==> src/rtl/core/qrs_sqrt_cell.sv <==
// One cell of the square root chain: decides one root bit per item.
module qrs_sqrt_cell #(
  parameter int unsigned TW = 67,
  parameter int unsigned SW = 33,
  parameter int unsigned K  = 0,
  parameter int unsigned XW = 4
) (
  input  logic          clk_i,
  input  logic          rst_ni,
  input  logic          en_i,
  input  logic          vld_i,
  input  logic [TW-1:0] rem_i,
  input  logic [SW-1:0] root_i,
  input  logic [XW-1:0] side_i,
  output logic          vld_o,
  output logic [TW-1:0] rem_o,
  output logic [SW-1:0] root_o,
  output logic [XW-1:0] side_o
);

  logic [TW-1:0] trial;
  logic          take;
  logic          vld_q;
  logic [TW-1:0] rem_q;
  logic [SW-1:0] root_q;
  logic [XW-1:0] side_q;

  // Growth of the square when this bit is set: 2*R*2^K + 2^(2K).
  always_comb begin
    trial = ({{(TW-SW){1'b0}}, root_i} << (K + 1)) | (TW'(1) << (2 * K));
    take  = (rem_i >= trial);
  end

  always_ff @(posedge clk_i or negedge rst_ni) begin
    if (!rst_ni) begin
      vld_q <= 1'b0;
    end else if (en_i) begin
      vld_q <= vld_i;
    end
  end

  always_ff @(posedge clk_i) begin
    if (en_i) begin
      rem_q  <= take ? (rem_i - trial) : rem_i;
      root_q <= take ? (root_i | (SW'(1) << K)) : root_i;
      side_q <= side_i;
    end
  end

  assign vld_o  = vld_q;
  assign rem_o  = rem_q;
  assign root_o = root_q;
  assign side_o = side_q;

endmodule

==> config.mk <==
export PLATFORM = sky130hd
export DESIGN_NAME = qrs_sqrt_cell
export DESIGN_NICKNAME = d
export VERILOG_FILES = /design/src/rtl/core/qrs_sqrt_cell.sv
export SDC_FILE = /design/constraint.sdc
export NUM_CORES = 1
export LEC_CHECK = 0
export BUFFER_PORTS_ARGS = -buffer_cell sky130_fd_sc_hd__buf_2
export CAP_MARGIN = 0
export CORE_MARGIN = 10
export CORE_UTILIZATION = 50
export CTS_BUF_LIST = sky130_fd_sc_hd__clkbuf_8 sky130_fd_sc_hd__clkbuf_16
export CTS_CLUSTER_SIZE = 24
export DETAILED_ROUTE_END_ITERATION = 10
export MAX_ROUTING_LAYER = met4
export PLACE_DENSITY_LB_ADDON = 0.1
export REMOVE_ABC_BUFFERS = 1
export SYNTH_ARGS = -nofsm -noshare
export SYNTH_HDL_FRONTEND = slang
export SYNTH_SLANG_ARGS = --single-unit
export TNS_END_PERCENT = 30
==> constraint.sdc <==
create_clock -name clk_i -period 1 [get_ports clk_i]
set_clock_uncertainty 0.15 [all_clocks]
set_input_delay 0.25 -clock clk_i [delete_from_list [all_inputs] [get_ports clk_i]]
set_output_delay 0.25 -clock clk_i [all_outputs]
set_load 0.01 [all_outputs]
==> run summary <==
PwrDens -> 1220 mW/mm²
Post-layout minimum cycle time -> 2730 ps
Syn Inst Count -> 613
CTS tree -> done
Top-count cell post-synth -> edfxtp_1
Count of cell types in the netlist -> 56
Hold Vio Cnt, Final -> 1
Setup TNS -> -140130 ps
Post-synth top area share -> 49.3%
Synth top area cells -> edfxtp_1 49%, ha_1 6.7%, xnor2_1 5.0%
Ys flop type -> edfxtp_1
Hold-fix buffers at CTS -> 32
Via Count -> 7228
Global-route wire length before repair -> 39000 µm
Layout Nets -> 1221
Final WL -> 28100 µm
Post-synth EDFFs -> 104
Maximum VDD drop -> 0.000781 V
Ratio of cells with drive above 1 in the final layout -> 59.0%
Max stage delay on crit path -> 370 ps
FF-to-FF setup slack -> 100 ps
Worst reg2reg endpoint -> vld_o$_DFFE_PN0P_
Crit. End Element -> register
Syn. warnings -> 0
Clock latency on the worst-skew pair -> 360 ps
Global Route Usage Sum -> 28.4%
Port buffer count -> 212
CTS root buf -> clkbuf_16
Rows -> 41
Sequential area share after synthesis -> 49.7%
Final Wtd Congestion -> 0.902
Cells after DPL -> 1156
DRT Pass-1 Iters -> 6
#FFs+latches synth -> 105
Initial DRC count -> 599
Reg2reg path depth -> 1
CP Cell Sequence -> buf_8 > inv_4 > ha_4 > a21oi_4 > o21ai_2 > a221o_1 > a221oi_2 > o31ai_4 > a21o_1 > a2111oi_4 > buf_4 > buf_6 > nand2_4 > xnor2_1
Final antenna-violating net count -> 0
Post-Syn Area -> 0.00633 mm²
CP max FO -> 5
CP Launch Point -> root_i[19]
Syn_area_per_cell -> 10.3 µm²
Final Util -> 91.6%
Worst slew pin tran -> 567 ps
Reg-to-Reg Start -> vld_o$_DFFE_PN0P_
Violated checks -> hold timing, setup timing
Largest net degree at the start of global routing -> 36
# IOs -> 213
Fmax -> 366 MHz
Post-synth ARST share -> 0.952%
Area leader, netlist -> edfxtp_1
Final WS setup -> -1730 ps
Core Box Area -> 0.0125 mm²
Initial Util -> 50.6%
Fin Hold WS -> -19.0 ps
Die width -> 133 µm
Pleak -> 5.00 nW
Grt ovf -> 0
Max_cap viols -> 0
Worst Hold Class -> primary input to register
CTS max path bufs -> 2
CP max-delay cell -> a221oi_2
Max Slew Vio Count -> 0
Initial antenna violation count -> 0
Fillers -> 522
Htree depth -> 3
Overall die height -> 133 µm
Startpoint Class -> primary input
DP Wirelength -> 16400 µm
Vias in the first global route -> 7306
CP required -> 960 ps
Non-Filler Instances -> 1256
Wire length per cell -> 22.4 µm
Synth cell count leaders -> 104 x edfxtp_1, 72 x nand2_1, 53 x o21ai_0
Setup violations, final -> 174
# clock sinks -> 105
DRC -> 0
Crit path to -> rem_o[41]$_DFFE_PP_
Layout area overhead -> 81.0%
Via density -> 5.75
Rel. slew slack -> 61.9%
TritonCTS Buffers -> 9
Crit path arrival time -> 2700 ps
Status -> complete, but fails checks
Die ar. -> 0.0176 mm²
Setup CP Type -> primary input to register
Fin crit share -> 273%
RSZ-0062 raised after global routing -> true
Clk slew on worst S/H paths -> 70 ps
-- worst min path at each step --
| stage | from | endpoint | cells past startpoint |
|---|---|---|---|
| 2_1_floorplan | rst_ni | vld_o$_DFFE_PN0P_ | 0 |
| 3_3_place_gp | rst_ni | vld_o$_DFFE_PN0P_ | 1 |
| 3_5_place_dp | rst_ni | vld_o$_DFFE_PN0P_ | 1 |
| 4_1_cts | vld_i | vld_o$_DFFE_PN0P_ | 2 |
| 5_1_grt | vld_i | vld_o$_DFFE_PN0P_ | 2 |
| 6_report | vld_i | vld_o$_DFFE_PN0P_ | 2 |
-- layout make-up --
cell class	count	area (µm²)	area share [%]
clock buffers	9	225	1.97
diodes	1	2.50	0.0218
clock inverters	7	40.0	0.349
inverters	42	170	1.48
flip-flops and latches	105	3150	27.5
multi-input cells	444	4060	35.4
repair buffers	476	3600	31.4
well taps	172	215	1.88
-- sequential cells by signal, indices dropped and copies added (netlist names) --
register and count:
rem_o 67, side_o 4, root_o 33, vld_o 1
-- where the power goes --
part           total [mW]  leakage [nW]  internal, mW  switching [mW]
Clock                3.33         0.131          1.66            1.67
Combinational        5.07          3.84          2.53            2.54
Sequential           5.57          1.03          5.42           0.149
Total                14.0          5.00          9.62            4.36
-- stage by stage --
step	total power [mW]	hold WS, ps	instance area [µm²]	worst slack (ps)
2_1_floorplan	7.20	-196	6230	-2150
3_3_place_gp	9.12	-124	8900	-2290
3_5_place_dp	9.18	-124	8900	-2370
4_1_cts	13.3	-23.5	10900	-1640
5_1_grt	14.4	-7.88	11500	-1800
6_report	14.0	-19.0	11500	-1730
-- logic make-up after synthesis --
logic type / Yosys count / share of synthesized area [%]
AO/OA/AOI/OAI: 152 / 15.0
XOR/XNOR: 62 / 8.58
adder cells (fa/ha/maj): 35 / 7.03
buffers and inverters: 64 / 4.13
flip-flops: 105 / 49.7
multiplexers: 2 / 0.356
AND/OR/NAND/NOR: 193 / 15.2
-- metal layers --
metal	vias to the layer above	GRT usage (%)	wire [µm]	part of all wire (%)
met5	-	-	0	0
met2	484	48.6	14200	51
met1	3468	32.6	10400	37
met4	0	9.47	920	3.3
met3	99	5.64	2570	9.1
li1	3177	-	-	-
-- cell usage in the layout (no fill, tap or decap), drive strengths merged, types with 2 or more instances in the layout --
cell	synthesis	layout
nand4	9	9
nand2	72	72
nand3	22	22
or3	5	5
o21a	4	4
nand3b	2	2
xnor2	36	36
nor2b	2	2
a21o	21	21
dlygate4sd3	0	32
clkbuf	10	11
o31ai	5	5
buf	12	442
clkinvlp	0	2
nand4b	3	3
clkinv	0	3
xor2	26	26
nor4	11	11
mux2	2	2
edfxtp	104	104
a31oi	4	4
o211ai	2	2
nor2	38	38
nor3	16	16
inv	42	44
a211oi	2	2
a221oi	2	2
a32oi	2	2
ha	34	34
o21bai	3	3
a21oi	40	40
nand2b	2	2
or4	2	2
a22o	2	2
and3	3	3
o21ai	56	56
and4	3	3
-- timing repair --
action                                 in CTS  in global routing
pin swaps                                  56                 56
buffers inserted                           30                 22
setup endpoints to repair                 173                173
gates resized for setup                   223                115
endpoints found under the hold margin      33                  1
cloned                                      8                  2
-- worst max-delay path, delay by kind of cell --
| family | cells | cell delay (ps) |
|---|---|---|
| buffers and inverters | 4 | 460 |
| XOR/XNOR | 1 | 110 |
| AO/OA/AOI/OAI | 7 | 1610 |
| AND/OR/NAND/NOR | 1 | 50 |
| adder cells (fa/ha/maj) | 1 | 210 |
Power figures use the tool's default switching activity.
