[src/rtl/core/qrs_div_cell.sv]
// One cell of the divider chain: restoring division, one quotient bit per item.
module qrs_div_cell #(
  parameter int unsigned QW   = 50,
  parameter int unsigned DENW = 33,
  parameter int unsigned I    = 0,
  parameter int unsigned XW   = 3
) (
  input  logic            clk_i,
  input  logic            rst_ni,
  input  logic            en_i,
  input  logic            vld_i,
  input  logic [QW-1:0]   num_i,
  input  logic [DENW-1:0] den_i,
  input  logic [DENW-1:0] rem_i,
  input  logic [QW-1:0]   quo_i,
  input  logic [XW-1:0]   side_i,
  output logic            vld_o,
  output logic [QW-1:0]   num_o,
  output logic [DENW-1:0] den_o,
  output logic [DENW-1:0] rem_o,
  output logic [QW-1:0]   quo_o,
  output logic [XW-1:0]   side_o
);

  logic [DENW:0]   shifted;
  logic            take;
  logic [DENW:0]   diff;
  logic            vld_q;
  logic [QW-1:0]   num_q;
  logic [DENW-1:0] den_q;
  logic [DENW-1:0] rem_q;
  logic [QW-1:0]   quo_q;
  logic [XW-1:0]   side_q;

  // Bring down the next numerator bit and try a subtraction.
  always_comb begin
    shifted = {rem_i, num_i[I]};
    take    = (shifted >= {1'b0, den_i});
    diff    = shifted - {1'b0, den_i};
  end

  always_ff @(posedge clk_i or negedge rst_ni) begin
    if (!rst_ni) begin
      vld_q <= 1'b0;
    end else if (en_i) begin
      vld_q <= vld_i;
    end
  end

  always_ff @(posedge clk_i) begin
    if (en_i) begin
      num_q  <= num_i;
      den_q  <= den_i;
      rem_q  <= take ? diff[DENW-1:0] : shifted[DENW-1:0];
      quo_q  <= take ? (quo_i | (QW'(1) << I)) : quo_i;
      side_q <= side_i;
    end
  end

  assign vld_o  = vld_q;
  assign num_o  = num_q;
  assign den_o  = den_q;
  assign rem_o  = rem_q;
  assign quo_o  = quo_q;
  assign side_o = side_q;

endmodule

[config.mk]
export PLATFORM = sky130hd
export DESIGN_NAME = qrs_div_cell
export DESIGN_NICKNAME = d
export VERILOG_FILES = /design/src/rtl/core/qrs_div_cell.sv
export SDC_FILE = /design/constraint.sdc
export NUM_CORES = 1
export LEC_CHECK = 0
export BUFFER_PORTS_ARGS = -buffer_cell sky130_fd_sc_hd__buf_2
export CAP_MARGIN = 20
export CORE_ASPECT_RATIO = 0.8
export CORE_MARGIN = 3
export CORE_UTILIZATION = 25
export CTS_CLUSTER_SIZE = 28
export DETAILED_ROUTE_END_ITERATION = 12
export PLACE_DENSITY = 0.59
export SETUP_SLACK_MARGIN = 0.1
export SYNTH_ARGS = -nofsm -noshare
export SYNTH_HDL_FRONTEND = slang
export SYNTH_SLANG_ARGS = --single-unit
[constraint.sdc]
create_clock -name clk_i -period 1.05 [get_ports clk_i]
set_input_delay 0.1575 -clock clk_i [delete_from_list [all_inputs] [get_ports clk_i]]
set_output_delay 0.1575 -clock clk_i [all_outputs]
set_load 0.02 [all_outputs]
==> results.cfg <==
[cts]
clk_pin_slew_ns = 0.09
clk_latency_ns = 0.44
cts_num_sinks = 170
tritoncts = yes
ctsRootBufferMaster = sky130_fd_sc_hd__clkbuf_16
clock_path_buffers = 2
ctsHtreeMaxLevel = 4
cts_made_buffers = 17

[synthesis]
synth.most_common_cell = sky130_fd_sc_hd__edfxtp_1
synth_seq_cells = 170
share_of_synthesized_flip_flops_with_an_asynchronous_set_or_reset = 0.00588
synth.top_cells.by_area = sky130_fd_sc_hd__edfxtp_1 (68%), sky130_fd_sc_hd__ha_1 (5.5%), sky130_fd_sc_hd__mux2_1 (4.1%), sky130_fd_sc_hd__inv_1 (2.1%), sky130_fd_sc_hd__xnor2_1 (2.0%)
mappedNetlistNets = 708
top_cells_by_instance_count_after_synthesis = sky130_fd_sc_hd__edfxtp_1 (169), sky130_fd_sc_hd__inv_1 (41), sky130_fd_sc_hd__ha_1 (33)
yosysUniqueCellTypes = 57
synth.top_cell.area_share = 0.680
synth.largest_area_cell = sky130_fd_sc_hd__edfxtp_1
syn_avg_cell_area_um2 = 14.9
synth_warnings = 0
synthesis.instances = 501
synth.cell_area_um2 = 7460
synth_enable_flop_cells = 169
synth_ff_type = sky130_fd_sc_hd__edfxtp_1
synth.yosys.seq_area_share = 0.684

[status]
run_status = finished, violations left
violations = negative setup slack

[sta]
max_slew.worst_pin.slew_ns = 0.534
fmax_ghz = 0.381
finalSetupViolCount = 204
final_critical_path_required_period_ns = 2.63
slew-limit-headroom = 0.644
finClkSkew_ns = 0
final.setup.worst_slack_ns = -1.58
grt_setup_unrepaired = yes
period_share = 2.50
drv_slew = 0
fin_setup_tns_ns = -66.04
final_hold_viol_count = 0

[pwr]
switching_fraction = 0.297
power.internal_mw = 14.4
combinationalPowerShare = 0.270
p_per_area_nw_per_um2 = 1480
power.net_switching_mw = 6.09
clock_power_share = 0.314
power.sequential.fraction = 0.416
power_leakage_nw = 6.18
vdd_ir_drop_max_mv = 1.11

[worst_setup_path]
timing.critical_path.fanout_max = 7
timing.critical_path.slowest_stage_cell = sky130_fd_sc_hd__a221o_1
worst-path-buf-inv = 5
critical_path_class = primary input to flip-flop
worst_path_most_repeated_cell = sky130_fd_sc_hd__buf_12
cp_cell_sequence = buf_12 > inv_12 > ha_4 > inv_2 > fa_2 > a21o_1 > a221o_1 > a41oi_2 > a21oi_4 > a211oi_4 > nor4_4 > nor2_4 > buf_12 > clkbuf_16 > mux2_4
endpoint_kind = flip-flop
critPathTopFamily = compound AO/OA/AOI/OAI gates
max_stage_delay_ns = 0.37
worst_setup_start_kind = primary input
timing.critical_path.required_ns = 1.24
cp.arrival_ns = 2.82

[routing]
drc = 0
wirelength_um = 28500
residual_antenna_violating_net_count_after_detailed_routing = 0
detailedRoute.firstPassIterationCount = 4
via_count = 6691
viasPerCell = 4.40
drtIter0Drc = 272
wl_per_cell_um = 18.7

[global_routing]
grt_first_pass_wirelength_um = 40300
antenna_found_initial = 3
global_route.overflow_total = 0
pin_count_of_the_biggest_net_entering_global_routing = 34
globalRouteTotalUtil = 0.168
grt_pass1_vias = 6919

[placed_design]
pre_cts_slack_ns = -2.07
finalWeightedCongestion = 0.767
io_buffer_count = 342
detailedPlacementHpwl_um = 19500

[cells_and_area]
layout-drive-gt1-share = 0.489
numnets_final = 1344
fill_cells = 2507
area_delta_synth_final_pct = 85.6
ff_latch_area_um2 = 5100
multi_input_area_um2 = 2290

[floorplan]
io_pins = 343
std_cell_rows = 55
design.core.area_um2 = 28800
design.die.area_um2 = 32000
die-height_um = 160
dieWidth_um = 199
start_util = 0.259

[hold_path]
min-delay-path-class = primary input to flip-flop

[run]
maxCapViolations = 0
==> logic make-up after synthesis <==
logic type | after synthesis | share of synthesized area
and+or+nand+nor | 93 | 0.0643
xor gates and xnor gates | 23 | 0.0270
muxes | 30 | 0.0450
adders and majority gates | 34 | 0.0580
AOI/OAI and AO/OA | 100 | 0.0933
DFF | 170 | 0.684
buffers and inverters | 51 | 0.0287
==> power groups by stage <==
stage / Combinational [mW] / Clock [mW] / Sequential (mW)
6_report: 5.55 / 6.44 / 8.54
3_3_place_gp: 4.30 / 0 / 8.52
3_5_place_dp: 4.35 / 0 / 8.53
2_1_floorplan: 1.39 / 0 / 9.38
5_1_grt: 5.94 / 6.92 / 8.60
4_1_cts: 5.23 / 6.65 / 8.46
==> metrics by stage <==
step | instance area [µm²] | cells | hold WS [ns] | power [mW] | util
6_report | 13800 | 1521 | 0.0308 | 20.5 | 0.480
3_5_place_dp | 10800 | 1338 | -0.0645 | 12.9 | 0.373
5_1_grt | 13800 | 1521 | 0.00756 | 21.5 | 0.480
3_3_place_gp | 10800 | 1338 | -0.0670 | 12.8 | 0.373
4_1_cts | 13300 | 1519 | 0.00141 | 20.3 | 0.463
2_1_floorplan | 7570 | 501 | -0.138 | 10.8 | -
==> area by class of cell <==
class	count	share of cell area
diodes	1	0.000181
clock buffers	17	0.0307
clock inverters	15	0.0126
inverters	42	0.0123
multi-input cells	280	0.166
flip-flops and latches	170	0.368
well taps	370	0.0334
repair buffers	626	0.377
==> sequential cells by signal, summed over array words and instances (netlist names) <==
signal	cells
quo_o	50
den_o	33
rem_o	33
side_o	3
vld_o	1
num_o	50
==> per-layer routing <==
metal	wire, µm	up-vias	GRT usage
li1	-	3192	-
met1	11100	3208	0.189
met2	14700	251	0.305
met3	2020	36	0.0476
met4	654	4	0.0540
met5	21	-	0
==> what timing repair did <==
| action | 4_1_cts | 5_1_grt |
|---|---|---|
| hold buffers | 139 | 0 |
| setup buffers | 8 | 0 |
| pin swaps | 3 | 0 |
| hold endpoints to repair | 138 | 0 |
| gates cloned | 2 | 1 |
| resized for setup | 141 | 152 |
| endpoints found under the setup margin | 204 | 204 |
==> final timing paths <==
path	from	endpoint	slack, ns	cells after the start
min in group asynchronous	rst_ni	vld_o$_DFFE_PN0P_	0.55	3
setup / recovery	num_i[0]	rem_o[17]$_DFFE_PP_	-1.58	15
setup reg to reg	vld_o$_DFFE_PN0P_	vld_o$_DFFE_PN0P_	0.29	1
hold reg to reg	vld_o$_DFFE_PN0P_	vld_o$_DFFE_PN0P_	0.54	1
hold / removal	rem_i[11]	rem_o[12]$_DFFE_PP_	0.03	2
max in group asynchronous	rst_ni	vld_o$_DFFE_PN0P_	0.40	3
==> layout by cell type (no fill, tap or decap), drive strengths merged, types with 4 or more instances in the layout <==
| cell type | count |
|---|---|
| xnor2 | 17 |
| mux2 | 28 |
| edfxtp | 169 |
| nor2 | 26 |
| a21oi | 21 |
| xor2 | 6 |
| clkbuf | 18 |
| nand4 | 4 |
| nor3 | 8 |
| o21bai | 4 |
| nand2 | 18 |
| o21ai | 17 |
| o21a | 8 |
| ha | 33 |
| a21o | 18 |
| inv | 47 |
| nand3 | 12 |
| dlygate4sd3 | 139 |
| and3 | 5 |
| buf | 486 |
| a211oi | 4 |
| or3 | 5 |
| clkinv | 9 |
| a31oi | 5 |
Note: power is estimated with default switching activity, not from simulation.
